$ cat config.mk
export PLATFORM = sky130hd
export DESIGN_NAME = two_button_press_classifier
export DESIGN_NICKNAME = d
export VERILOG_FILES = /design/src/rtl/core/tbpc_pkg.sv /design/src/rtl/core/two_button_press_classifier.sv /design/src/rtl/core/tbpc_button.sv
export SDC_FILE = /design/constraint.sdc
export NUM_CORES = 1
export LEC_CHECK = 0
export ABC_AREA = 1
export BUFFER_PORTS_ARGS = -buffer_cell sky130_fd_sc_hd__buf_2
export CORE_MARGIN = 2
export CORE_UTILIZATION = 30
export DETAILED_ROUTE_END_ITERATION = 8
export HOLD_SLACK_MARGIN = 0.08
export RECOVER_POWER = 50
export SYNTH_ARGS = -nofsm -noshare
export SYNTH_HDL_FRONTEND = slang
export SYNTH_HIERARCHICAL = 1
export SYNTH_SLANG_ARGS = --single-unit
$ cat constraint.sdc
create_clock -name clk -period 3.95 [get_ports clk]
set_input_delay 0.5925 -clock clk [delete_from_list [all_inputs] [get_ports clk]]
set_output_delay 0.5925 -clock clk [all_outputs]
set_load 0.01 [all_outputs]
$ cat src/rtl/core/tbpc_pkg.sv
// ----------------------------------------------------------------------------
// tbpc_pkg
// Types and constants of the two-button press classifier.
// ----------------------------------------------------------------------------
`default_nettype none

package tbpc_pkg;

	localparam int TIME_BITS = 48;
	localparam int CFG_W     = 32;
	localparam int CFG_IDX_W = 3;

	// Register indexes
	localparam logic [CFG_IDX_W-1:0] REG_DEBOUNCE    = 3'd0;
	localparam logic [CFG_IDX_W-1:0] REG_SHORT_LIMIT = 3'd1;
	localparam logic [CFG_IDX_W-1:0] REG_FIRST_HOLD  = 3'd2;
	localparam logic [CFG_IDX_W-1:0] REG_SECOND_HOLD = 3'd3;
	localparam logic [CFG_IDX_W-1:0] REG_LONG_PRESS  = 3'd4;

	// Register reset values, microseconds
	localparam logic [CFG_W-1:0] DEBOUNCE_RST    = 32'd30000;
	localparam logic [CFG_W-1:0] SHORT_LIMIT_RST = 32'd3000000;
	localparam logic [CFG_W-1:0] FIRST_HOLD_RST  = 32'd3000000;
	localparam logic [CFG_W-1:0] SECOND_HOLD_RST = 32'd10000000;
	localparam logic [CFG_W-1:0] LONG_PRESS_RST  = 32'd2000000;

	typedef struct packed {
		logic [TIME_BITS-1:0] timestamp;
		logic                 boot_level;
		logic                 power_level;
	} in_item_t;

	typedef struct packed {
		logic boot_short;
		logic boot_hold_first;
		logic boot_hold_second;
		logic power_short;
		logic power_long;
		logic power_off_request;
	} out_item_t;

	// Per-button tracking state
	typedef struct packed {
		logic                 armed;
		logic                 pressed;
		logic                 fired;
		logic [TIME_BITS-1:0] start;
	} btn_state_t;

	// Per-button poll status
	typedef struct packed {
		logic active;
		logic starting;
		logic hold;
		logic ev_short;
	} btn_ev_t;

endpackage

`default_nettype wire

$ cat src/rtl/core/two_button_press_classifier.sv
// ----------------------------------------------------------------------------
// two_button_press_classifier
// Short, hold and long press events of two active-low buttons from polls.
// ----------------------------------------------------------------------------
// Usage:
//   Input channel (in_valid/in_ready/in_data) takes one poll item: a 48-bit
//   microsecond timestamp and the boot and power pin levels (0 = pressed).
//   Output channel (out_valid/out_ready/out_data) returns exactly one result
//   item per poll with the six event flags.
//   Path: a poll passes the input register, then the result register.
//   Throughput: one poll per cycle while out_ready is high; the input and
//   result registers form a two-deep pipe, and all press tracking for a poll
//   is done in the single cycle it moves from input to result register.
//   Stall: while out_ready is low the result holds; one more poll can wait in
//   the input register, after which in_ready drops.
//   Reset: both buttons disarmed, no press tracked, thresholds at their
//   defaults (30 ms debounce, 3 s short limit, 3 s and 10 s boot holds,
//   2 s power long press), both registers empty.
//   Configuration: write cfg_data to register cfg_idx when cfg_wen is high,
//   only while no poll is in flight. Indexes beyond the last are dropped.
// ----------------------------------------------------------------------------
`default_nettype none

module two_button_press_classifier (
	input  logic                               clk,
	input  logic                               arst_n,
	input  logic                               in_valid,
	output logic                               in_ready,
	input  tbpc_pkg::in_item_t                 in_data,
	output logic                               out_valid,
	input  logic                               out_ready,
	output tbpc_pkg::out_item_t                out_data,
	input  logic                               cfg_wen,
	input  logic [tbpc_pkg::CFG_IDX_W-1:0]     cfg_idx,
	input  logic [tbpc_pkg::CFG_W-1:0]         cfg_data
);

	localparam int PAD = tbpc_pkg::TIME_BITS - tbpc_pkg::CFG_W;

	// Configuration registers
	logic [tbpc_pkg::CFG_W-1:0] debounce_q;
	logic [tbpc_pkg::CFG_W-1:0] short_limit_q;
	logic [tbpc_pkg::CFG_W-1:0] first_hold_q;
	logic [tbpc_pkg::CFG_W-1:0] second_hold_q;
	logic [tbpc_pkg::CFG_W-1:0] long_press_q;

	// Pipe registers
	logic                 valid_s1;
	tbpc_pkg::in_item_t   item_s1;
	logic                 out_valid_q;
	tbpc_pkg::out_item_t  out_q;

	// Tracking state
	tbpc_pkg::btn_state_t boot_q;
	tbpc_pkg::btn_state_t power_q;
	logic                 first_fired_q;

	// Poll evaluation
	tbpc_pkg::btn_state_t          boot_nxt;
	tbpc_pkg::btn_state_t          power_nxt;
	tbpc_pkg::btn_ev_t             boot_ev;
	tbpc_pkg::btn_ev_t             power_ev;
	logic [tbpc_pkg::TIME_BITS-1:0] boot_len;
	logic [tbpc_pkg::TIME_BITS-1:0] power_len;
	logic                          boot_down;
	logic                          power_down;
	logic                          first_mid;
	logic                          boot_first;
	logic                          first_fired_nxt;
	tbpc_pkg::out_item_t           result;
	logic                          advance;

	// Move the input register into the result register when it is free.
	assign advance   = valid_s1 && (!out_valid_q || out_ready);
	assign in_ready  = !valid_s1 || advance;
	assign out_valid = out_valid_q;
	assign out_data  = out_q;

	assign boot_down  = !item_s1.boot_level;
	assign power_down = !item_s1.power_level;

	tbpc_button u_boot (
		.cur         (boot_q),
		.down        (boot_down),
		.now         (item_s1.timestamp),
		.limit       (second_hold_q),
		.debounce    (debounce_q),
		.short_limit (short_limit_q),
		.nxt         (boot_nxt),
		.ev          (boot_ev),
		.len         (boot_len)
	);

	tbpc_button u_power (
		.cur         (power_q),
		.down        (power_down),
		.now         (item_s1.timestamp),
		.limit       (long_press_q),
		.debounce    (debounce_q),
		.short_limit (short_limit_q),
		.nxt         (power_nxt),
		.ev          (power_ev),
		.len         (power_len)
	);

	// The shared first-hold mark: boot is handled first, then power.
	// A new press on either button clears it; boot hold-first sets it.
	always_comb begin
		first_mid       = first_fired_q && !boot_ev.starting;
		boot_first      = boot_ev.active && boot_down && !first_mid &&
			(boot_len >= {{PAD{1'b0}}, first_hold_q});
		first_fired_nxt = (first_mid || boot_first) && !power_ev.starting;

		result.boot_short        = boot_ev.ev_short;
		result.boot_hold_first   = boot_first;
		result.boot_hold_second  = boot_ev.hold;
		result.power_short       = power_ev.ev_short;
		result.power_long        = power_ev.hold;
		result.power_off_request = power_ev.hold;
	end

	// Power length only enters the power compares inside its own unit.
	logic power_len_unused;
	assign power_len_unused = ^power_len;

	// Configuration writes
	always_ff @(posedge clk or negedge arst_n) begin
		if (!arst_n) begin
			debounce_q    <= tbpc_pkg::DEBOUNCE_RST;
			short_limit_q <= tbpc_pkg::SHORT_LIMIT_RST;
			first_hold_q  <= tbpc_pkg::FIRST_HOLD_RST;
			second_hold_q <= tbpc_pkg::SECOND_HOLD_RST;
			long_press_q  <= tbpc_pkg::LONG_PRESS_RST;
		end else if (cfg_wen) begin
			case (cfg_idx)
				tbpc_pkg::REG_DEBOUNCE:    debounce_q    <= cfg_data;
				tbpc_pkg::REG_SHORT_LIMIT: short_limit_q <= cfg_data;
				tbpc_pkg::REG_FIRST_HOLD:  first_hold_q  <= cfg_data;
				tbpc_pkg::REG_SECOND_HOLD: second_hold_q <= cfg_data;
				tbpc_pkg::REG_LONG_PRESS:  long_press_q  <= cfg_data;
				default: begin
					// drop writes to unknown indexes
				end
			endcase
		end
	end

	// Control and tracking state
	always_ff @(posedge clk or negedge arst_n) begin
		if (!arst_n) begin
			valid_s1      <= 1'b0;
			out_valid_q   <= 1'b0;
			boot_q        <= '0;
			power_q       <= '0;
			first_fired_q <= 1'b0;
		end else begin
			if (in_ready) begin
				valid_s1 <= in_valid;
			end
			if (advance) begin
				out_valid_q   <= 1'b1;
				boot_q        <= boot_nxt;
				power_q       <= power_nxt;
				first_fired_q <= first_fired_nxt;
			end else if (out_ready) begin
				out_valid_q <= 1'b0;
			end
		end
	end

	// Payload registers
	always_ff @(posedge clk) begin
		if (in_ready && in_valid) begin
			item_s1 <= in_data;
		end
		if (advance) begin
			out_q <= result;
		end
	end

endmodule

`default_nettype wire

$ cat src/rtl/core/tbpc_button.sv
// ----------------------------------------------------------------------------
// tbpc_button
// One poll of a single button: arming, press start, hold and short detection.
// ----------------------------------------------------------------------------
`default_nettype none

module tbpc_button (
	input  tbpc_pkg::btn_state_t                cur,
	input  logic                                down,
	input  logic [tbpc_pkg::TIME_BITS-1:0]      now,
	input  logic [tbpc_pkg::CFG_W-1:0]          limit,
	input  logic [tbpc_pkg::CFG_W-1:0]          debounce,
	input  logic [tbpc_pkg::CFG_W-1:0]          short_limit,
	output tbpc_pkg::btn_state_t                nxt,
	output tbpc_pkg::btn_ev_t                   ev,
	output logic [tbpc_pkg::TIME_BITS-1:0]      len
);

	localparam int PAD = tbpc_pkg::TIME_BITS - tbpc_pkg::CFG_W;

	logic                            starting;
	logic                            fired_eff;
	logic [tbpc_pkg::TIME_BITS-1:0]  start_eff;

	always_comb begin
		starting  = cur.armed && down && !cur.pressed;
		start_eff = starting ? now : cur.start;
		fired_eff = cur.fired && !starting;
		// wraps modulo 2^TIME_BITS
		len = now - start_eff;

		ev.active   = cur.armed;
		ev.starting = starting;
		ev.hold     = cur.armed && down && !fired_eff &&
			(len >= {{PAD{1'b0}}, limit});
		ev.ev_short = cur.armed && !down && cur.pressed && !cur.fired &&
			(len > {{PAD{1'b0}}, debounce}) && (len < {{PAD{1'b0}}, short_limit});

		if (!cur.armed) begin
			// arm on the first released poll, nothing else
			nxt       = cur;
			nxt.armed = !down;
		end else begin
			nxt.armed   = 1'b1;
			nxt.pressed = down;
			nxt.start   = start_eff;
			nxt.fired   = fired_eff || ev.hold;
		end
	end

endmodule

`default_nettype wire

==> run metrics, run 1 <==
status=finished with violations; failing checks=max-capacitance violations, max-slew violations, negative setup slack; Worst-path clk slew=around 0.070 ns; placed instance count=5549; Lkg Pwr=0.01912 uW; WL/cell=approximately 18 microns; unrepaired setup endpoints after global routing=true; Psw=~19000 uW; crit-path leading delay family=compound AO/OA/AOI/OAI gates; CP dominant cell by count=o21ai_2; DRC violations left=0; grt total ovfl=0; Non-Filler Instances=between 5000 and 6000; post-route minimum period=between 4 and 5 ns; CP startpoint kind=flip-flop; Net Sw Frac=a little under half; H-Tree Level Count=2; Die ar.=about 90000 sq um; Final setup viols=8; # IOs=roughly 100; number of global-route vias before repair=~27000; die height=between 300 and 400 microns; Syn Area/Cell=between 7 and 8 sq um; CP max FO=9; measured slew at the worst slew-check pin=roughly 3.3 ns; Cell Pwr Density=between 1000 and 1500 nW/um^2; relative slew slack=-117.4%; Hold Path Depth=1; CTS Root Cell=clkbuf_16; worst r2r path cells=26; worst hold path class=primary input to flip-flop; utilization after layout=between 40% and 50%; Synth Warn #=6; Final WS setup=-0.6341 ns; number of CTS-inserted buffers=41; sequential share of power=approximately 12%; Cells after Synth=3689; vias per inst=4.794; Final nets=around 4900; DR iter-0 viols=1967; met3 wire length=~5 mm; CTS Buffer Depth=3; post-route ant nets=0; M1 WL=between 40 and 50 mm; Critical Path Sink Type=flip-flop; first-pass GRT wire length=150.5 mm; layout cells sized above 1=between 30% and 40%; antenna violations before repair=2; WP buf/inv=6; row cnt=around 110; Total Wirelength=between 100 and 150 mm; Comb power frac=slightly below 80%; Die Wd=roughly 300 microns; Area Overhead vs Synth=42.98%; Final Skew=between 0.02 and 0.025 ns; Final HPWL DP=about 78 mm; Max-cap violations=6; wire length on met2=about 48 mm; Crit path depth=26; routability congestion estimate=0.9799; Reg2Reg Setup Slack=-0.63 ns; CP max stage delay=~0.36 ns; Vias=27530; initial core utilization=30.23%; fin. max-slew vios=380; Internal=21290 uW; clock sink count=320; Req. time, crit path=around 4.4 ns; DRT Pass-1 Iters=5; Antenna diodes=0; CP Class=flip-flop to flip-flop; global router's overall resource usage=between 20% and 30%; CTS tree=built; Fmax achieved=approximately 0.22 GHz; top routing layer in use=met4; clk_lat worst skew=~0.60 ns; worst vdd ir=between 400 and 500 uV; Syn Nets=~4100; Critical-path top delay cell=dfrtp_1; synthesized area=about 27000 sq um; Core Region=~88000 sq um; Data arrival, critical path=between 5 and 6 ns; Buffers on Ports=97; clock share of power=about 10%; final period utilization=116.1%; Final Hold Viols=0; pin count of the biggest net entering global routing=90
==> timing repair <==
item,4_1_cts,5_1_grt
pin swaps,97,105
hold buffers,1,0
endpoints found under the setup margin,8,8
cloned,4,6
hold endpoints to repair,59,0
buffers inserted,66,45
resized for setup,343,320
==> metal layers <==
metal / vias to the layer above / GRT usage [%]
li1: 13634 / -
met1: 12889 / 27.10
met2: 770 / 36.72
met3: 237 / 2.306
met4: 0 / 9.123
met5: - / 0
==> registers in the layout, summed over array words and instances, names as in the netlist <==
name / count
power_q: 51
first_hold_q: 32
item_s1: 50
second_hold_q: 32
first_fired_q: 1
boot_q: 51
short_limit_q: 32
out_data: 5
debounce_q: 32
valid_s1: 1
out_valid: 1
long_press_q: 32
==> layout make-up <==
cell class	instances	area, sq um
inverter	634	2391
sequential	320	8335
multi-input combinational	2658	17780
timing repair inverter	2	27.53
clock buffer	55	1181
timing repair buffer	887	6695
clock inverter	21	274.0
tap	1165	1458
fill	8769	50100
==> through the flow <==
| step | area (sq um) | worst slack [ns] | hold slack (ns) | setup TNS [ns] | power, uW |
|---|---|---|---|---|---|
| CTS | 36660 | -0.5635 | 0.1282 | -3.422 | 37720 |
| global route | 38140 | -0.8425 | 0.1389 | -5.301 | 43550 |
| finish | 38140 | -0.6341 | 0.1589 | -3.781 | 40280 |
| global placement | 33360 | -1.484 | 0.4535 | -8.149 | 30570 |
| floorplan | 26790 | -0.04223 | 0.2969 | -0.04223 | 18530 |
| detailed placement | 33360 | -1.479 | 0.4572 | -8.308 | 30940 |
==> placed cells by master, fill, tap and decap left out, types with 9 or more instances in the layout <==
| cell | count |
|---|---|
| ha_2 | 14 |
| nand3_1 | 75 |
| nand2_2 | 98 |
| clkbuf_16 | 49 |
| buf_4 | 754 |
| a21oi_2 | 73 |
| clkbuf_1 | 10 |
| nand2_4 | 26 |
| buf_6 | 15 |
| nand4_1 | 33 |
| o21ai_1 | 66 |
| dfstp_2 | 42 |
| a21o_1 | 13 |
| nand3_2 | 22 |
| xnor2_1 | 9 |
| a21oi_1 | 145 |
| ha_1 | 271 |
| nand3b_1 | 9 |
| buf_12 | 10 |
| buf_2 | 93 |
| o21bai_1 | 17 |
| nand2_1 | 904 |
| a21oi_4 | 16 |
| nor2_1 | 197 |
| o21ai_2 | 122 |
| xor2_2 | 10 |
| nor2_2 | 42 |
| ha_4 | 25 |
| o21ai_0 | 177 |
| or2_2 | 78 |
| inv_2 | 22 |
| dfrtp_1 | 223 |
| nor3_1 | 15 |
| inv_1 | 608 |
| edfxtp_1 | 55 |
| xor2_1 | 26 |
| nor2_4 | 37 |
==> worst register-to-register path: cells and delay by family, from the launching register on <==
family	cells	cell delay (ns)
AOI/OAI and AO/OA	10	1.68
and+or+nand+nor	7	0.84
xor gates and xnor gates	1	0.14
adders and majority gates	2	0.70
DFF	1	0.36
buffers and inverters	6	0.70
==> power by group through the flow <==
stage	Sequential [uW]	Combinational, uW	Clock, uW
after floorplan	4710	13800	0
after global placement	4880	25700	0
after detailed placement	4880	26100	0
after CTS	4850	28700	4170
after global routing	4970	34300	4300
final	4870	31300	4070
==> path summary, 6_finish.rpt <==
kind / from / end
max reg2reg: boot_q[49] / out_data[5]
min: in_data[46] / item_s1[46]
max: boot_q[49] / out_data[5]
min reg2reg: boot_q[27] / boot_q[27]
min in group asynchronous: arst_n / out_valid
max in group asynchronous: arst_n / long_press_q[23]
No activity file was read; power rests on OpenSTA's default activity.
==> inputs of run 2 (changes only) <==
- CORE_ASPECT_RATIO: unset -> 0.9
- SYNTH_HIERARCHICAL: 1 -> unset
==> run 2 against run 1 <==
The flow still finishes with violations (max-capacitance violations, max-slew violations, negative setup slack). Synthesized area is 7.5% lower. Non-clock buffer count grew 107. Global-route usage increased by 1.8 points. Flip-flop and latch count unchanged. Sequential share of layout area up 0.29 points. Critical path depth up 5. Final cell count shrank 6.2%. Wire length down 0.29%. Worst hold slack gained 0.011 ns. Clock skew is 0.011 ns higher. Synthesized cell count down 9.7%. Critical endpoint unchanged. Largest cell class unchanged. Largest power group unchanged.
==> run metrics, run 2 <==
DRC violations left=0; Final setup viols=8; Synth Flop Type=dfrtp_1; sequential share of power=~14%; Non-Filler Instances=about 5400; initial core utilization=30.38%; Cells after Synth=3330; Final WS setup=-0.6816 ns; grt total ovfl=0; DP Worst Slack=-1.291 ns; CTS Buffer Depth=3; CP max FO=6; Internal=about 19000 uW; Data arrival, critical path=about 5 ns; utilization after layout=a little under half; Total Wirelength=approximately 100 mm; global router's overall resource usage=23.11%; Fmax achieved=between 0.2 and 0.25 GHz; setup tns final=-4.955 ns; DRT Pass-1 Iters=5; clock share of power=approximately 11%; Yosys top cell by area=dfrtp_1; Critical Path Sink Type=flip-flop; Final nets=4697; Commonest cells post-synth=nand2_1, inv_1, o21ai_0, ha_1, a21oi_1; Max-cap violations=4; layout cells sized above 1=about 37%; Psw=about 16000 uW; antenna violations before repair=0; Critical-path top delay cell=edfxtp_1; Synth Warn #=0; most frequent cells in the layout=buf_4, nand2_1, inv_1; Final Skew=roughly 0.036 ns; most common cell after layout, fill and taps aside=buf_4; worst vdd ir=around 440 uV; Final Hold Viols=0; routability congestion estimate=0.9901; placed instance count=5143; Syn Nets=around 3700; Final HPWL DP=78.37 mm; Post-synth EDFFs=55; Syn Area/Cell=7.414 sq um; Lkg Pwr=about 0.018 uW; row cnt=99; Vias=approximately 26000; CTS Root Cell=clkbuf_16; unrepaired setup endpoints after global routing=true; die height=around 280 microns; Area contributors post-synth=dfrtp_1, ha_1, nand2_1; worst hold path class=primary input to flip-flop; fin. max-slew vios=approximately 260; # IOs=98; synthesized area=24690 sq um; clk_lat worst skew=0.61 ns; FF+latch count, synth=320; clock sink count=320; fraction of registers with async set or reset after synthesis=82.81%; post-route ant nets=0; measured slew at the worst slew-check pin=approximately 2.7 ns; Seq/Total Area, Yosys=around 34%; Core Region=approximately 81000 sq um; failing checks=max-capacitance violations, max-slew violations, negative setup slack; Die Wd=~310 microns; CTS tree=built; status=finished with violations; vias per inst=approximately 5; Worst-path clk slew=0.07 ns; dominant cell by count in the synthesized netlist=nand2_1; CP startpoint kind=flip-flop; number of global-route vias before repair=about 26000; Area Overhead vs Synth=52.50%; Fin Hold WS=0.1702 ns; WL/cell=18.72 microns; Distinct cells, synth=57; FILL cells=approximately 7900; Synth top area share=22.60%; Cell Pwr Density=928.3 nW/um^2; CP dominant cell by count=buf_4; number of CTS-inserted buffers=40; first-pass GRT wire length=151.7 mm; pin count of the biggest net entering global routing=73; top flop regs=boot_q: 51 flops, power_q: 51 flops, item_s1: 50 flops; relative slew slack=-80.64%; Buffers on Ports=97; Req. time, crit path=4.32 ns; final period utilization=117.3%; CP max stage delay=between 0.3 and 0.4 ns; CP Class=flip-flop to flip-flop; post-route minimum period=4.632 ns; Die ar.=84610 sq um; Net Sw Frac=about 46%; Comb power frac=between 70% and 80%; Antenna diodes=0; DR iter-0 viols=roughly 2400; H-Tree Level Count=2
run 2: power by group through the flow:
| stage | sequential (uW) | clock, uW | combinational [uW] |
|---|---|---|---|
| floorplan | 4650 | 0 | 10400 |
| global placement | 4810 | 0 | 20100 |
| detailed placement | 4820 | 0 | 20400 |
| CTS | 4790 | 3870 | 23200 |
| global route | 4930 | 4000 | 28600 |
| finish | 4830 | 3780 | 26300 |
run 2: area by class of cell:
cell class                      instances  area, sq um  area share (%)
Tap cell                             1060         1326           3.523
Sequential cell                       320         8335           22.14
Timing Repair Buffer                  994         7677           20.39
Inverter                              503         1896           5.035
Multi-Input combinational cell       2436        17080           45.36
Clock buffer                           54         1136           3.018
Clock inverter                         20        201.4          0.5351
run 2: cells by family after synthesis:
| kind of cell | share of synthesized area (%) |
|---|---|
| compound gates | 17.31 |
| xor+xnor | 2.656 |
| simple gates | 21.57 |
| flops | 33.76 |
| buf+inv | 8.859 |
| fa+ha+maj | 15.84 |
run 2: metrics by stage:
stage,area [sq um],total power (uW)
after floorplan,24770,15030
after global placement,31820,24940
after detailed placement,31820,25190
after CTS,35610,31890
after global routing,37650,37530
final,37650,34950
run 2: timing repair:
action / CTS / global route
hold endpoints to repair: 45 / 0
setup buffers: 99 / 71
hold buffers: 1 / 0
pin swaps: 125 / 193
resized for setup: 371 / 329
endpoints found under the setup margin: 8 / 8
gates cloned: 8 / 1
run 2: path summary, 6_finish.rpt:
| path | from | to | slack (ns) | depth (start not counted) |
|---|---|---|---|---|
| worst min register to register | power_q[23] | power_q[23] | 0.48 | 2 |
| worst max-delay path | item_s1[1] | out_data[5] | -0.68 | 31 |
| worst min-delay path | in_data[3] | item_s1[3] | 0.17 | 1 |
| max in group asynchronous | arst_n | boot_q[50] | 0.37 | 3 |
| min in group asynchronous | arst_n | power_q[1] | 1.01 | 2 |
| worst max register to register | item_s1[1] | out_data[5] | -0.68 | 31 |
run 2: metal layers:
layer  GRT usage [%]  wire (microns)  up-vias
li1                -               -    12978
met1           33.64           46710    12580
met2           35.00           43340      789
met3           3.626            7520      141
met4           6.951            3281        0
met5               0               0        -
run 2: worst max-delay path, delay by kind of cell (launching register included):
family | cells | cell delay, ns
DFF | 1 | 0.37
adders and majority gates | 2 | 0.60
AOI/OAI and AO/OA | 6 | 0.73
buffers and inverters | 12 | 1.58
xor gates and xnor gates | 1 | 0.09
and+or+nand+nor | 10 | 1.02
